--- src/adf_pkg.sv ---
// Package for the application message deframer.
// Holds the event codes, raw message type codes, header constants and the result type.
// No dependencies.
package adf_pkg;

    localparam int unsigned HDR_BYTES = 12;
    localparam int unsigned HDR_CNT_W = 4;

    localparam logic [7:0]  APPDU_VERSION   = 8'h00;
    localparam logic [15:0] ID_PAYLOAD_LEN  = 16'd8;
    localparam logic [15:0] MAX_LEN_DEFAULT = 16'd1500;

    // raw message type codes as they appear in header byte 1
    localparam logic [7:0] TYPE_NOP       = 8'h00;
    localparam logic [7:0] TYPE_ID_REQ    = 8'h01;
    localparam logic [7:0] TYPE_ID_RSP    = 8'h02;
    localparam logic [7:0] TYPE_LINK_UP   = 8'h03;
    localparam logic [7:0] TYPE_LINK_DOWN = 8'h04;
    localparam logic [7:0] TYPE_FROM_APS  = 8'h05;
    localparam logic [7:0] TYPE_FROM_APC  = 8'h06;
    localparam logic [7:0] TYPE_VENDOR    = 8'h7F;

    localparam logic [2:0] MTYPE_NOP    = 3'd0;
    localparam logic [2:0] MTYPE_VENDOR = 3'd7;

    typedef enum logic [1:0] {
        EV_HEADER  = 2'd0,
        EV_PAYLOAD = 2'd1,
        EV_REJECT  = 2'd2,
        EV_HALTED  = 2'd3
    } t_event;

    typedef struct packed {
        t_event      event_res;
        logic        message_done;
        logic [2:0]  msg_type;
        logic [47:0] address;
        logic [15:0] msg_length;
        logic [7:0]  payload_byte;
        logic [15:0] payload_index;
        logic        error_flag;
    } t_result;

    // Fold the raw type byte into the 3-bit reported type; unknown codes report as nop.
    function automatic logic [2:0] map_type(input logic [7:0] raw);
        logic [2:0] mt;
        if (raw <= TYPE_FROM_APC) begin
            mt = raw[2:0];
        end else if (raw == TYPE_VENDOR) begin
            mt = MTYPE_VENDOR;
        end else begin
            mt = MTYPE_NOP;
        end
        return mt;
    endfunction

endpackage

--- src/adf_in_if.sv ---
// Input item channel of the deframer: one stream byte per item.
// Valid/ready handshake; no package dependency.
interface adf_in_if ();
    logic       valid;
    logic       ready;
    logic [7:0] octet;

    modport source (output valid, output octet, input ready);
    modport sink   (input valid, input octet, output ready);
endinterface

--- src/adf_out_if.sv ---
// Result item channel of the deframer: one t_result per accepted byte.
// Depends on adf_pkg for the result type.
interface adf_out_if import adf_pkg::*; ();
    logic    valid;
    logic    ready;
    t_result data;

    modport source (output valid, output data, input ready);
    modport sink   (input valid, input data, output ready);
endinterface

--- src/appdu_stream_deframer.sv ---
// Application message deframer: header collection, header checks and payload streaming.
// Depends on adf_pkg, adf_in_if and adf_out_if.
//
// Usage:
//   i_in carries one stream byte per item (valid/ready). o_out carries exactly one
//   result item per accepted byte: event code, done flag, mapped type, header
//   address and length, payload byte and index, and the sticky error flag.
//   i_cfg_we/i_cfg_wdata write the maximum payload length for the payload
//   carrying types; write it only while no item is in flight.
// Latency and throughput:
//   A byte's result item is loaded into the result register when the byte is
//   accepted and shows from the next cycle on. One byte per cycle is sustained
//   while the receiver takes results: the header check and counter update fit
//   in a single combinational pass in front of the result register.
// Reset (synchronous, active low):
//   Clears all header registers, counters and the error flag, empties the
//   result register and loads a maximum payload length of 1500.
// Receiver stall:
//   The result register holds its item; i_in.ready stays high only while the
//   held item is being taken in the same cycle, so at most one item waits.
// After a rejected header every later byte reports the halted event (EV_HALTED) until reset.
module appdu_stream_deframer
    import adf_pkg::*;
(
    input  logic         i_clk,
    input  logic         i_rst_n,
    input  logic         i_cfg_we,
    input  logic [15:0]  i_cfg_wdata,
    adf_in_if.sink       i_in,
    adf_out_if.source    o_out
);

    logic [15:0]          r_max_len;
    logic [HDR_CNT_W-1:0] r_hdr_cnt,   n_hdr_cnt;
    logic [7:0]           r_version,   n_version;
    logic [7:0]           r_type,      n_type;
    logic [15:0]          r_length,    n_length;
    logic [47:0]          r_address,   n_address;
    logic [15:0]          r_reserved,  n_reserved;
    logic [15:0]          r_bytes_left, n_bytes_left;
    logic [15:0]          r_pos,       n_pos;
    logic                 r_halted,    n_halted;
    logic                 r_valid;
    t_result              r_res,       n_res;

    logic [HDR_CNT_W-1:0] hdr_slot;
    logic                 hdr_ok;
    logic                 has_payload;
    logic                 accept;

    assign i_in.ready  = !r_valid || o_out.ready;
    assign accept      = i_in.valid && i_in.ready;
    assign o_out.valid = r_valid;
    assign o_out.data  = r_res;

    always_comb begin
        n_hdr_cnt    = r_hdr_cnt;
        n_version    = r_version;
        n_type       = r_type;
        n_length     = r_length;
        n_address    = r_address;
        n_reserved   = r_reserved;
        n_bytes_left = r_bytes_left;
        n_pos        = r_pos;
        n_halted     = r_halted;
        hdr_slot     = '0;
        hdr_ok       = 1'b0;
        has_payload  = 1'b0;

        n_res              = '0;
        n_res.event_res    = EV_HEADER;

        if (r_halted) begin
            n_res.event_res = EV_HALTED;
        end else if (r_hdr_cnt < HDR_CNT_W'(HDR_BYTES) || r_bytes_left == '0) begin
            // restart collection if the counter sits past a finished header
            hdr_slot = (r_hdr_cnt >= HDR_CNT_W'(HDR_BYTES)) ? '0 : r_hdr_cnt;
            case (hdr_slot)
                4'd0:    n_version           = i_in.octet;
                4'd1:    n_type              = i_in.octet;
                4'd2:    n_length[15:8]      = i_in.octet;
                4'd3:    n_length[7:0]       = i_in.octet;
                4'd4:    n_address[47:40]    = i_in.octet;
                4'd5:    n_address[39:32]    = i_in.octet;
                4'd6:    n_address[31:24]    = i_in.octet;
                4'd7:    n_address[23:16]    = i_in.octet;
                4'd8:    n_address[15:8]     = i_in.octet;
                4'd9:    n_address[7:0]      = i_in.octet;
                4'd10:   n_reserved[15:8]    = i_in.octet;
                default: n_reserved[7:0]     = i_in.octet;
            endcase
            n_hdr_cnt = hdr_slot + 1'b1;

            if (n_hdr_cnt == HDR_CNT_W'(HDR_BYTES)) begin
                case (n_type)
                    TYPE_NOP: begin
                        hdr_ok = (n_length == '0) && (n_address == '0);
                    end
                    TYPE_ID_REQ, TYPE_ID_RSP: begin
                        hdr_ok      = (n_length == ID_PAYLOAD_LEN);
                        has_payload = 1'b1;
                    end
                    TYPE_LINK_UP, TYPE_LINK_DOWN: begin
                        hdr_ok = (n_length == '0);
                    end
                    TYPE_FROM_APS, TYPE_FROM_APC, TYPE_VENDOR: begin
                        hdr_ok      = (n_length <= r_max_len);
                        has_payload = (n_length != '0);
                    end
                    default: hdr_ok = 1'b0;
                endcase
                if (n_version != APPDU_VERSION || n_reserved != '0) begin
                    hdr_ok = 1'b0;
                end

                if (!hdr_ok) begin
                    n_halted        = 1'b1;
                    n_res.event_res = EV_REJECT;
                end else if (!has_payload) begin
                    n_res.message_done = 1'b1;
                    n_hdr_cnt          = '0;
                    n_bytes_left       = '0;
                end else begin
                    n_bytes_left = n_length;
                    n_pos        = '0;
                end
            end
        end else begin
            n_res.event_res     = EV_PAYLOAD;
            n_res.payload_byte  = i_in.octet;
            n_res.payload_index = r_pos;
            n_pos               = r_pos + 16'd1;
            n_bytes_left        = r_bytes_left - 16'd1;
            if (n_bytes_left == '0) begin
                n_res.message_done = 1'b1;
                n_hdr_cnt          = '0;
            end
        end

        n_res.msg_type       = map_type(n_type);
        n_res.address        = n_address;
        n_res.msg_length     = n_length;
        n_res.error_flag     = n_halted;
    end

    always_ff @(posedge i_clk) begin
        if (!i_rst_n) begin
            r_max_len    <= MAX_LEN_DEFAULT;
            r_hdr_cnt    <= '0;
            r_version    <= '0;
            r_type       <= '0;
            r_length     <= '0;
            r_address    <= '0;
            r_reserved   <= '0;
            r_bytes_left <= '0;
            r_pos        <= '0;
            r_halted     <= 1'b0;
            r_valid      <= 1'b0;
        end else begin
            if (i_cfg_we) begin
                r_max_len <= i_cfg_wdata;
            end
            if (accept) begin
                r_hdr_cnt    <= n_hdr_cnt;
                r_version    <= n_version;
                r_type       <= n_type;
                r_length     <= n_length;
                r_address    <= n_address;
                r_reserved   <= n_reserved;
                r_bytes_left <= n_bytes_left;
                r_pos        <= n_pos;
                r_halted     <= n_halted;
                r_valid      <= 1'b1;
            end else if (o_out.ready) begin
                r_valid <= 1'b0;
            end
        end
    end

    // result payload: loaded on accept, held otherwise
    always_ff @(posedge i_clk) begin
        if (accept) begin
            r_res <= n_res;
        end
    end

    a_halt_sticky: assert property (@(posedge i_clk) disable iff (!i_rst_n)
        r_halted |=> r_halted)
        else $error("error flag cleared without reset");

    a_payload_needs_header: assert property (@(posedge i_clk) disable iff (!i_rst_n)
        (r_bytes_left != '0) |-> (r_hdr_cnt == HDR_CNT_W'(HDR_BYTES)))
        else $error("payload due while header incomplete");

    a_halted_ignores: assert property (@(posedge i_clk) disable iff (!i_rst_n)
        (accept && r_halted) |=> (r_valid && r_res.event_res == EV_HALTED))
        else $error("byte not ignored while halted");

    a_done_event: assert property (@(posedge i_clk) disable iff (!i_rst_n)
        (r_valid && r_res.message_done) |->
            (r_res.event_res == EV_HEADER || r_res.event_res == EV_PAYLOAD))
        else $error("message done on reject or ignored byte");

    a_payload_clean: assert property (@(posedge i_clk) disable iff (!i_rst_n)
        (r_valid && r_res.event_res == EV_PAYLOAD) |-> !r_res.error_flag)
        else $error("payload item with error flag set");

endmodule

--- src/flat_wrapper.sv ---
// flat-port wrapper written by rule: the top's interface ports become plain ports
module appdu_stream_deframer_flat import adf_pkg::*;
  (i_clk, i_rst_n, i_cfg_we, i_cfg_wdata, i_in_valid, i_in_octet, i_in_ready, o_out_valid, o_out_data, o_out_ready);
  adf_in_if i_in_i ();
  adf_out_if o_out_i ();
  input  logic i_clk;
  input  logic i_rst_n;
  input  logic i_cfg_we;
  input  logic [15:0] i_cfg_wdata;
  input wire logic [$bits(i_in_i.valid)-1:0] i_in_valid;
  input wire logic [$bits(i_in_i.octet)-1:0] i_in_octet;
  output wire logic [$bits(i_in_i.ready)-1:0] i_in_ready;
  output wire logic [$bits(o_out_i.valid)-1:0] o_out_valid;
  output wire logic [$bits(o_out_i.data)-1:0] o_out_data;
  input wire logic [$bits(o_out_i.ready)-1:0] o_out_ready;
  assign i_in_i.valid = i_in_valid;
  assign i_in_i.octet = i_in_octet;
  assign i_in_ready = i_in_i.ready;
  assign o_out_valid = o_out_i.valid;
  assign o_out_data = o_out_i.data;
  assign o_out_i.ready = o_out_ready;
  appdu_stream_deframer u_core (.i_clk(i_clk), .i_rst_n(i_rst_n), .i_cfg_we(i_cfg_we), .i_cfg_wdata(i_cfg_wdata), .i_in(i_in_i), .o_out(o_out_i));
endmodule
--- config.mk ---
export PLATFORM = sky130hd
export DESIGN_NAME = appdu_stream_deframer_flat
export DESIGN_NICKNAME = d
export VERILOG_FILES = /design/src/adf_pkg.sv /design/src/adf_in_if.sv /design/src/adf_out_if.sv /design/src/appdu_stream_deframer.sv /design/src/flat_wrapper.sv
export SDC_FILE = /design/constraint.sdc
export NUM_CORES = 1
export LEC_CHECK = 0
export ABC_CLOCK_PERIOD_IN_PS = 5100
export BUFFER_PORTS_ARGS = -buffer_cell sky130_fd_sc_hd__buf_4
export CAP_MARGIN = 25
export CORE_MARGIN = 5
export CORE_UTILIZATION = 59
export CTS_CLUSTER_DIAMETER = 100
export DETAILED_ROUTE_END_ITERATION = 12
export PLACE_DENSITY = 0.8
export SLEW_MARGIN = 20
export SYNTH_ARGS = -nofsm -noshare
export SYNTH_HDL_FRONTEND = slang
export SYNTH_SLANG_ARGS = --single-unit
--- constraint.sdc ---
create_clock -name i_clk -period 5.1 [get_ports i_clk]
set_input_delay 0.51 -clock i_clk [delete_from_list [all_inputs] [get_ports i_clk]]
set_output_delay 0.51 -clock i_clk [all_outputs]
set_load 0.01 [all_outputs]
==> summary.md, run 1 <==
| Metric | Value |
|---|---|
| Min Tclk post-route | roughly 4.7 ns |
| Height of the die | 152 microns |
| Routed wire per std cell | roughly 18 microns |
| Cell area after technology mapping | approximately 12,000 sq um |
| Leakage power total | ~5.6 nW |
| Share of synthesized flip-flops with an asynchronous set or reset | 0% |
| Destination of the worst register-to-register timing path | u_core.r_pos[2]$_SDFFE_PN0P_ |
| Switching share of power | between 20% and 30% |
| Top library cells by usage in the layout, fill and taps aside | sky130_fd_sc_hd__nor2_1, sky130_fd_sc_hd__dfxtp_1, sky130_fd_sc_hd__buf_4, sky130_fd_sc_hd__mux2i_1, sky130_fd_sc_hd__nand2_1 |
| Starting Density | 60.4% |
| Critical Path Sink Type | register |
| Vias after detailed routing | 9,296 |
| Post-DR vias/cell | approximately 6 |
| Worst hold start | i_cfg_wdata[6] |
| Synthesized net count | 1,246 |
| Pin count of the biggest net entering global routing | 81 |
| Die Outline Area | roughly 23,000 sq um |
| List of cells traversed by the critical path | ha_1, nand2b_1, inv_1, ha_1, nand2_2, mux2i_1, inv_1, ha_1, a21oi_1, o21ai_0, a221oi_1, o211a_1, o21ai_0, o41ai_2, a21oi_1, clkbuf_4, nor2_2, buf_4, o21ai_0 |
| Final design utilization | about 70% |
| Net switching power of the design | 1.07 mW |
| Number of storage elements in the synthesis netlist | between 200 and 250 |
| Final clock period utilization by the worst path | roughly 91% |
| Tightest Hold Check Type | in -> reg |
| Clock Sink Count | roughly 250 |
| Routed Wire Length | 28,900 microns |
| Worst hold slack | around 0.2 ns |
| Max stage delay cell, worst path | sky130_fd_sc_hd__o41ai_2 |
| Status | finished clean |
| Total congestion overflow after global routing | 0 |
| Clock buffer depth | 3 |
| Unrepaired setup endpoints after global routing | no |
| Stage delay of the slowest cell on the critical path | around 0.4 ns |
| Int Power | ~3.3 mW |
| Setup Skew | around 0.023 ns |
| Top fanout value on the critical path | 15 |
| Final Max Slew Viols | 0 |
| Data arrival, critical path | between 5 and 6 ns |
| Leading cell type in the layout, fill and taps excluded | sky130_fd_sc_hd__nor2_1 |
| Count of cells along the worst hold path | 3 |
| Depth of the CTS H-tree | 1 |
| Final weighted congestion in routability-driven placement | slightly above 0.9 |
| Hold Crit Endpoint | u_core.r_max_len[6]$_SDFFE_PN1P_ |
| Total CTS buffers | 25 |
| Number of antenna violations at the first check in global routing | 0 |
| Reg2Reg Depth | 19 |
| Total negative slack | 0 ns |
| Highest attainable clock frequency | 215 MHz |
| Hold Vio Cnt, Final | 0 |
| Layout Nets | around 1,300 |
| Site row count | 51 |
| Worst setup startpoint | u_core.r_hdr_cnt[2]$_SDFFE_PN0P_ |
| Worst voltage drop across the vdd grid | 0.210 mV |
| Boundary pin count | roughly 130 |
| Insertion delay of the later-clocked pin in the worst-skew pair | 0.53 ns |
| Endpoint required time on the critical path | around 5.5 ns |
| Die width | 152 microns |
| Port Buf Inserts | 125 |
| Clock transition at the register clock pins on the worst setup and hold paths after CTS | about 0.060 ns |
| Detailed Routing Iterations Pass 1 | 5 |
| Count of antenna-violating nets left after detailed routing | 0 |
| Total core area | 19,600 sq um |
| Antenna Cells | 0 |
| Iteration-0 DRC count of the detailed router | between 900 and 1,000 |
| Yosys cell types | 84 |
| Fraction of layout instances using a drive strength above 1 | about a fifth |
| Headroom to the max-slew limit | between 30% and 40% |
| Global-route usage over all layers | between 20% and 30% |
| Total power divided by cell area | 319 nW/um^2 |
| Number of max-cap violations | 0 |
| Final setup violation count | 0 |
| Startpoint of the most critical register-to-register path | u_core.r_hdr_cnt[2]$_SDFFE_PN0P_ |
| Half-perimeter wire length of the detailed placement result | roughly 19,000 microns |
| Fraction of power consumed by sequential logic | about half |
| R2R Setup Slk | 0.45 ns |
| Commonest register cell after synthesis | sky130_fd_sc_hd__dfxtp_1 |
| Mean instance size in the synthesized netlist | 9.95 sq um |
| Critical Path Source Type | register |
| Combinational fraction of design power | 10.3% |
| Root cell of the clock tree | sky130_fd_sc_hd__clkbuf_16 |
| Vias in the first global route | around 8,900 |
| Number of synthesized flops with an enable pin | between 90 and 100 |
| Portion of the post-synthesis area used by sequential elements | about 49% |
| Area Overhead vs Synth | 16.2% |
| # hold bufs at CTS | 0 |
| Worst Path Buf+Inv | 4 |
| Remaining routing DRC violations | 0 |
| CTS tree | done |
| First-pass GRT wire length | between 40,000 and 50,000 microns |
| Setup Crit Path Kind | reg -> reg |
| Number of instances in the synthesized netlist | 1,189 |
| Clock network fraction of design power | between 40% and 50% |
| Total of warnings raised by yosys | 0 |
| Pin slew with the least headroom to its limit | between 0.9 and 1 ns |
| Crit path max-delay family | compound AO/OA/AOI/OAI gates |
==> cell families (layout without fill, tap and decap cells) <==
| family | after synthesis | after routing | share of synthesized area [%] |
|---|---|---|---|
| fa+ha+maj | 28 | 28 | 2.96 |
| flops | 245 | 245 | 49.5 |
| mux | 154 | 154 | 13.6 |
| simple gates | 432 | 432 | 17.8 |
| buf+inv | 121 | 234 | 4.09 |
| compound gates | 196 | 196 | 11.2 |
| xor+xnor | 13 | 13 | 0.962 |
==> area by class of cell <==
type                    count  area, sq um
repair buffers            141         1060
clock inverters            13          106
flip-flops and latches    245         5860
well taps                 265          332
clock buffers              33          708
inverters                  47          180
fillers                  1461         5830
multi-input cells         823         5520
==> stage by stage <==
| stage | worst slack [ns] | power [mW] | area [sq um] | instances |
|---|---|---|---|---|
| 2_1_floorplan | 0.730 | 2.46 | 11800 | 1189 |
| 3_3_place_gp | 0.366 | 2.62 | 12900 | 1520 |
| 3_5_place_dp | 0.121 | 2.63 | 12900 | 1520 |
| 4_1_cts | 0.0932 | 4.41 | 13700 | 1566 |
| 5_1_grt | 0.135 | 4.55 | 13800 | 1567 |
| 6_report | 0.447 | 4.39 | 13800 | 1567 |
==> tightest hold or removal path: stages <==
cell and delay [ns]:
sky130_fd_sc_hd__buf_4 0.08, sky130_fd_sc_hd__nand2_1 0.04, sky130_fd_sc_hd__o211ai_1 0.07
==> per-layer routing <==
layer	track usage [%]	part of all wire, %	wire, microns
met2	42.1	48	13800
met1	34.0	42	12300
met3	3.30	7.3	2120
met5	0	0	0
met4	7.86	2.7	775
==> flip-flops by register name, summed over array words and instances (netlist names), 4 cells and up <==
| signal | flops |
|---|---|
| u_core.o_out.data | 95 |
| u_core.r_pos | 16 |
| u_core.r_version | 8 |
| u_core.r_bytes_left | 16 |
| u_core.r_address | 48 |
| u_core.r_reserved | 16 |
| u_core.r_max_len | 16 |
| u_core.r_length | 16 |
| u_core.r_hdr_cnt | 4 |
| u_core.r_type | 8 |
==> worst max-delay path by stage <==
stage / endpoint / slack (ns) / cells past startpoint
floorplan: u_core.r_reserved[15]$_SDFFE_PN0P_ / 0.73 / 7
global placement: u_core.r_bytes_left[15]$_SDFFE_PN0P_ / 0.37 / 18
detailed placement: u_core.r_bytes_left[15]$_SDFFE_PN0P_ / 0.12 / 18
CTS: u_core.r_bytes_left[15]$_SDFFE_PN0P_ / 0.09 / 18
global route: u_core.r_pos[0]$_SDFFE_PN0P_ / 0.13 / 19
finish: u_core.r_pos[2]$_SDFFE_PN0P_ / 0.45 / 19
==> synth_stat cells, drive strengths merged, types with 3 or more instances <==
master | count | share of area, %
a22o | 3 | 0.22
nand2 | 103 | 3.3
a21o | 6 | 0.38
dfxtp | 150 | 25
nor3 | 40 | 1.7
xnor2 | 11 | 0.81
a21oi | 35 | 1.5
o41ai | 3 | 0.29
buf | 20 | 0.89
and2 | 25 | 1.3
o21bai | 3 | 0.19
nor2b | 4 | 0.21
mux2i | 104 | 8.8
o211ai | 12 | 0.76
a2111oi | 5 | 0.42
nand4 | 10 | 0.53
inv | 46 | 1.5
a211o | 3 | 0.22
mux2 | 50 | 4.8
o21ai | 47 | 2.0
or4 | 7 | 0.54
o22ai | 12 | 0.69
clkbuf | 54 | 1.7
a211oi | 21 | 1.4
or2 | 7 | 0.37
nor2 | 166 | 5.7
nand2b | 5 | 0.26
ha | 28 | 3.0
edfxtp | 95 | 24
o31ai | 5 | 0.36
a31oi | 17 | 0.95
nor4 | 19 | 1.2
and3 | 4 | 0.21
nor3b | 3 | 0.19
nand3 | 17 | 0.72
a21boi | 3 | 0.19
or3 | 12 | 0.68
==> power groups by stage <==
stage               logic, mW  registers [mW]  clock network, mW
finish                  0.454            2.14               1.80
global route            0.494            2.15               1.91
CTS                     0.452            2.14               1.82
detailed placement      0.448            2.18                  0
global placement        0.439            2.18                  0
floorplan               0.257            2.20                  0
==> repair_timing <==
item,CTS,global route
endpoints found under the setup margin,0,31
setup buffers,0,0
resized for setup,0,4
No activity file was read; power rests on OpenSTA's default activity.
==> inputs of run 2 (changes only) <==
Settings changed: PLACE_DENSITY 0.8 to 0.88.
==> run 2 against run 1 <==
Clock skew shrank 0.012 ns. Clock-buffer cell count grew 2. Wire length shrank 1.3%. Critical path depth shrank 1. Die area is the same. Highest routed layer is now met5. Register-to-register slack is essentially flat. Sequential cell count is the same. Total power is essentially flat. Critical path type unchanged. Utilization is essentially flat. Cell count is essentially flat. Setup slack lost 0.0068 ns. Worst hold slack lost 0.0022 ns.
==> summary.md, run 2 (same netlist as run 1, synthesis figures left out) <==
| Metric | Value |
|---|---|
| Total power divided by cell area | 320 nW/um^2 (was 319 nW/um^2) |
| Worst Path Buf+Inv | 3 (was 4) |
| Die Outline Area | 23,000 sq um (unchanged) |
| Fillers | 1,433 (was 1,461) |
| Leading cell type in the layout, fill and taps excluded | sky130_fd_sc_hd__nor2_1 (unchanged) |
| Top library cells by usage in the layout, fill and taps aside | sky130_fd_sc_hd__nor2_1, sky130_fd_sc_hd__dfxtp_1, sky130_fd_sc_hd__buf_4, sky130_fd_sc_hd__mux2i_1, sky130_fd_sc_hd__nand2_1 (unchanged) |
| Number of max-cap violations | 0 (unchanged) |
| Remaining routing DRC violations | 0 (unchanged) |
| Fraction of power consumed by sequential logic | 48.7% (about the same) |
| Unrepaired setup endpoints after global routing | no (unchanged) |
| Port Buf Inserts | 125 (unchanged) |
| Vias after detailed routing | 9,359 (was 9,296) |
| Antenna Cells | 0 (unchanged) |
| Seq. cell area | 5860 sq um (unchanged) |
| Global-route usage over all layers | 24.8% (was 25.1%) |
| Number of antenna violations at the first check in global routing | 1 (was 0) |
| Clock Sink Count | 245 (unchanged) |
| Worst hold start | i_cfg_wdata[7] (was i_cfg_wdata[6]) |
| Setup Crit Path Kind | reg -> reg (unchanged) |
| Depth of the CTS H-tree | 1 (unchanged) |
| List of cells traversed by the critical path | ha_1, nand2b_1, inv_1, ha_1, nand2_2, mux2i_1, inv_1, ha_1, a21oi_1, o21ai_0, a221oi_1, o211a_1, o21ai_0, o41ai_1, a21o_1, buf_4, a21oi_1, a211o_1 (was ha_1, nand2b_1, inv_1, ha_1, nand2_2, mux2i_1, inv_1, ha_1, a21oi_1, o21ai_0, a221oi_1, o211a_1, o21ai_0, o41ai_2, a21oi_1, clkbuf_4, nor2_2, buf_4, o21ai_0) |
| Combinational fraction of design power | 10.3% (about the same) |
| Hold Vio Cnt, Final | 0 (unchanged) |
| Post-DR vias/cell | 5.98 (was 5.93) |
| Height of the die | 152 microns (unchanged) |
| Endpoint required time on the critical path | 5.51 ns (was 5.50 ns) |
| Worst voltage drop across the vdd grid | 0.249 mV (was 0.210 mV) |
| Pin slew with the least headroom to its limit | 0.903 ns (was 0.914 ns) |
| Headroom to the max-slew limit | 39.8% (was 39.1%) |
| Min Tclk post-route | 4.66 ns (was 4.65 ns) |
| Total negative slack | 0 ns (unchanged) |
| Clock network fraction of design power | 41.0% (was 40.9%) |
| Top fanout value on the critical path | 11 (was 15) |
| Count of antenna-violating nets left after detailed routing | 0 (unchanged) |
| Setup Skew | 0.0110 ns (was 0.0233 ns) |
| Crit path max-delay family | compound AO/OA/AOI/OAI gates (unchanged) |
| Multi-input gate area | 5510 sq um (was 5520 sq um) |
| Highest attainable clock frequency | 215 MHz (about the same) |
| First-pass GRT wire length | 46,200 microns (was 46,500 microns) |
| Routed wire per std cell | 18.2 microns (was 18.5 microns) |
| Starting Density | 60.4% (unchanged) |
| Total of cells resized after clock tree synthesis | 0 (unchanged) |
| Final clock period utilization by the worst path | 91.4% (was 91.2%) |
| Root cell of the clock tree | sky130_fd_sc_hd__clkbuf_16 (unchanged) |
| R2R Setup Slk | 0.44 ns (was 0.45 ns) |
| CTS tree | done (unchanged) |
| Critical Path Source Type | register (unchanged) |
| Final weighted congestion in routability-driven placement | 0.941 (was 0.908) |
| Total CTS buffers | 25 (unchanged) |
| Critical Path Sink Type | register (unchanged) |
| Clock transition at the register clock pins on the worst setup and hold paths after CTS | 0.06 ns (about the same) |
| Routed Wire Length | 28,500 microns (was 28,900 microns) |
| Die width | 152 microns (unchanged) |
| Half-perimeter wire length of the detailed placement result | 18,800 microns (was 19,200 microns) |
| Switching share of power | 24.1% (was 24.5%) |
| Clock buffer depth | 3 (unchanged) |
| Total setup buffers inserted after CTS | 0 (unchanged) |
| Startpoint of the most critical register-to-register path | u_core.r_hdr_cnt[2]$_SDFFE_PN0P_ (unchanged) |
| # hold bufs at CTS | 0 (unchanged) |
| Data arrival, critical path | 5.07 ns (was 5.05 ns) |
| Layout Nets | 1,339 (was 1,340) |
| Detailed Routing Iterations Pass 1 | 5 (unchanged) |
| Destination of the worst register-to-register timing path | u_core.r_bytes_left[10]$_SDFFE_PN0P_ (was u_core.r_pos[2]$_SDFFE_PN0P_) |
| Area Overhead vs Synth | 16.1% (was 16.2%) |
| Total congestion overflow after global routing | 0 (unchanged) |
| Status | finished clean (unchanged) |
| Net switching power of the design | 1.06 mW (was 1.07 mW) |
| Stage delay of the slowest cell on the critical path | 0.49 ns (was 0.40 ns) |
| Tightest Hold Check Type | in -> reg (unchanged) |
| Int Power | 3.34 mW (was 3.32 mW) |
| Reg2Reg Depth | 18 (was 19) |
| Cell repeated most along the worst path | sky130_fd_sc_hd__ha_1 |
| Boundary pin count | 126 (unchanged) |
| Fraction of layout instances using a drive strength above 1 | 21.1% (was 21.4%) |
| Final setup violation count | 0 (unchanged) |
| Leakage power total | 5.58 nW (was 5.57 nW) |
| Hold Crit Endpoint | u_core.r_max_len[7]$_SDFFE_PN1P_ (was u_core.r_max_len[6]$_SDFFE_PN1P_) |
| Final total power | 4.40 mW (was 4.39 mW) |
| Max stage delay cell, worst path | sky130_fd_sc_hd__o41ai_1 (was sky130_fd_sc_hd__o41ai_2) |
| Count of cells along the worst hold path | 3 (unchanged) |
| Number of flip-flops in the largest register | 95 (unchanged) |
| Site row count | 51 (unchanged) |
| Pin count of the biggest net entering global routing | 64 (was 81) |
| Vias in the first global route | 8,951 (was 8,863) |
| Total core area | 19,600 sq um (unchanged) |
| Final Max Slew Viols | 0 (unchanged) |
| Insertion delay of the later-clocked pin in the worst-skew pair | 0.53 ns (about the same) |
| Iteration-0 DRC count of the detailed router | 895 (was 928) |
-- run 2: cell count changes in the layout (fill, tap and decap cells not counted), sizes merged --
cell and change:
clkinvlp -1, clkinv -1, clkbuf +1
-- run 2: how the worst max path moves through the flow --
stage                                      from                                    to  slack (ns)  cells past startpoint
6_report       u_core.r_hdr_cnt[2]$_SDFFE_PN0P_  u_core.r_bytes_left[10]$_SDFFE_PN0P_        0.44                     18
5_1_grt        u_core.r_hdr_cnt[2]$_SDFFE_PN0P_  u_core.r_bytes_left[11]$_SDFFE_PN0P_        0.14                     18
4_1_cts        u_core.r_hdr_cnt[2]$_SDFFE_PN0P_          u_core.r_pos[6]$_SDFFE_PN0P_        0.30                     17
3_5_place_dp   u_core.r_hdr_cnt[3]$_SDFFE_PN0P_          u_core.r_pos[6]$_SDFFE_PN0P_        0.34                     17
3_3_place_gp   u_core.r_hdr_cnt[2]$_SDFFE_PN0P_          u_core.r_pos[0]$_SDFFE_PN0P_        0.61                     17
2_1_floorplan                       o_out_ready    u_core.r_reserved[15]$_SDFFE_PN0P_        0.73                      7
-- run 2: cell type report --
cell class | instances | share of cell area (%)
clock inverter | 11 | 0.646
inverter | 47 | 1.31
clock buffer | 35 | 5.33
sequential | 245 | 42.6
tap | 265 | 2.41
timing repair buffer | 140 | 7.65
multi-input combinational | 823 | 40.1
-- run 2: power by group through the flow --
stage,clock (mW),sequential [mW],combinational [mW]
after floorplan,0,2.20,0.257
after global placement,0,2.18,0.437
after detailed placement,0,2.18,0.446
after CTS,1.82,2.14,0.450
after global routing,1.91,2.15,0.492
final,1.80,2.14,0.452
-- run 2: worst reg2reg max path: cells and delay by family (launching register included) --
family	cells	cell delay, ns
AO/OA/AOI/OAI	9	1.94
adder cells (fa/ha/maj)	3	0.95
AND/OR/NAND/NOR	2	0.50
buffers and inverters	3	0.42
flip-flops	1	0.40
multiplexers	1	0.36
-- run 2: metal layers --
metal / vias to the layer above / part of all wire [%] / global-route usage, %
li1: 4450 / - / -
met4: 2 / 2.9 / 8.40
met5: - / 0.070 / 0
met1: 4445 / 42 / 32.8
met3: 67 / 7.2 / 3.60
met2: 395 / 48 / 42.0
-- run 2: per-stage QoR --
step | util (%) | worst slack (ns) | cells | cell area [sq um] | hold slack, ns
finish | 70.2 | 0.441 | 1566 | 13700 | 0.203
global route | 70.2 | 0.138 | 1566 | 13700 | 0.220
CTS | 70.1 | 0.302 | 1566 | 13700 | 0.196
detailed placement | 65.9 | 0.345 | 1520 | 12900 | 0.463
global placement | 65.9 | 0.612 | 1519 | 12900 | 0.456
floorplan | - | 0.730 | 1189 | 11800 | 0.423
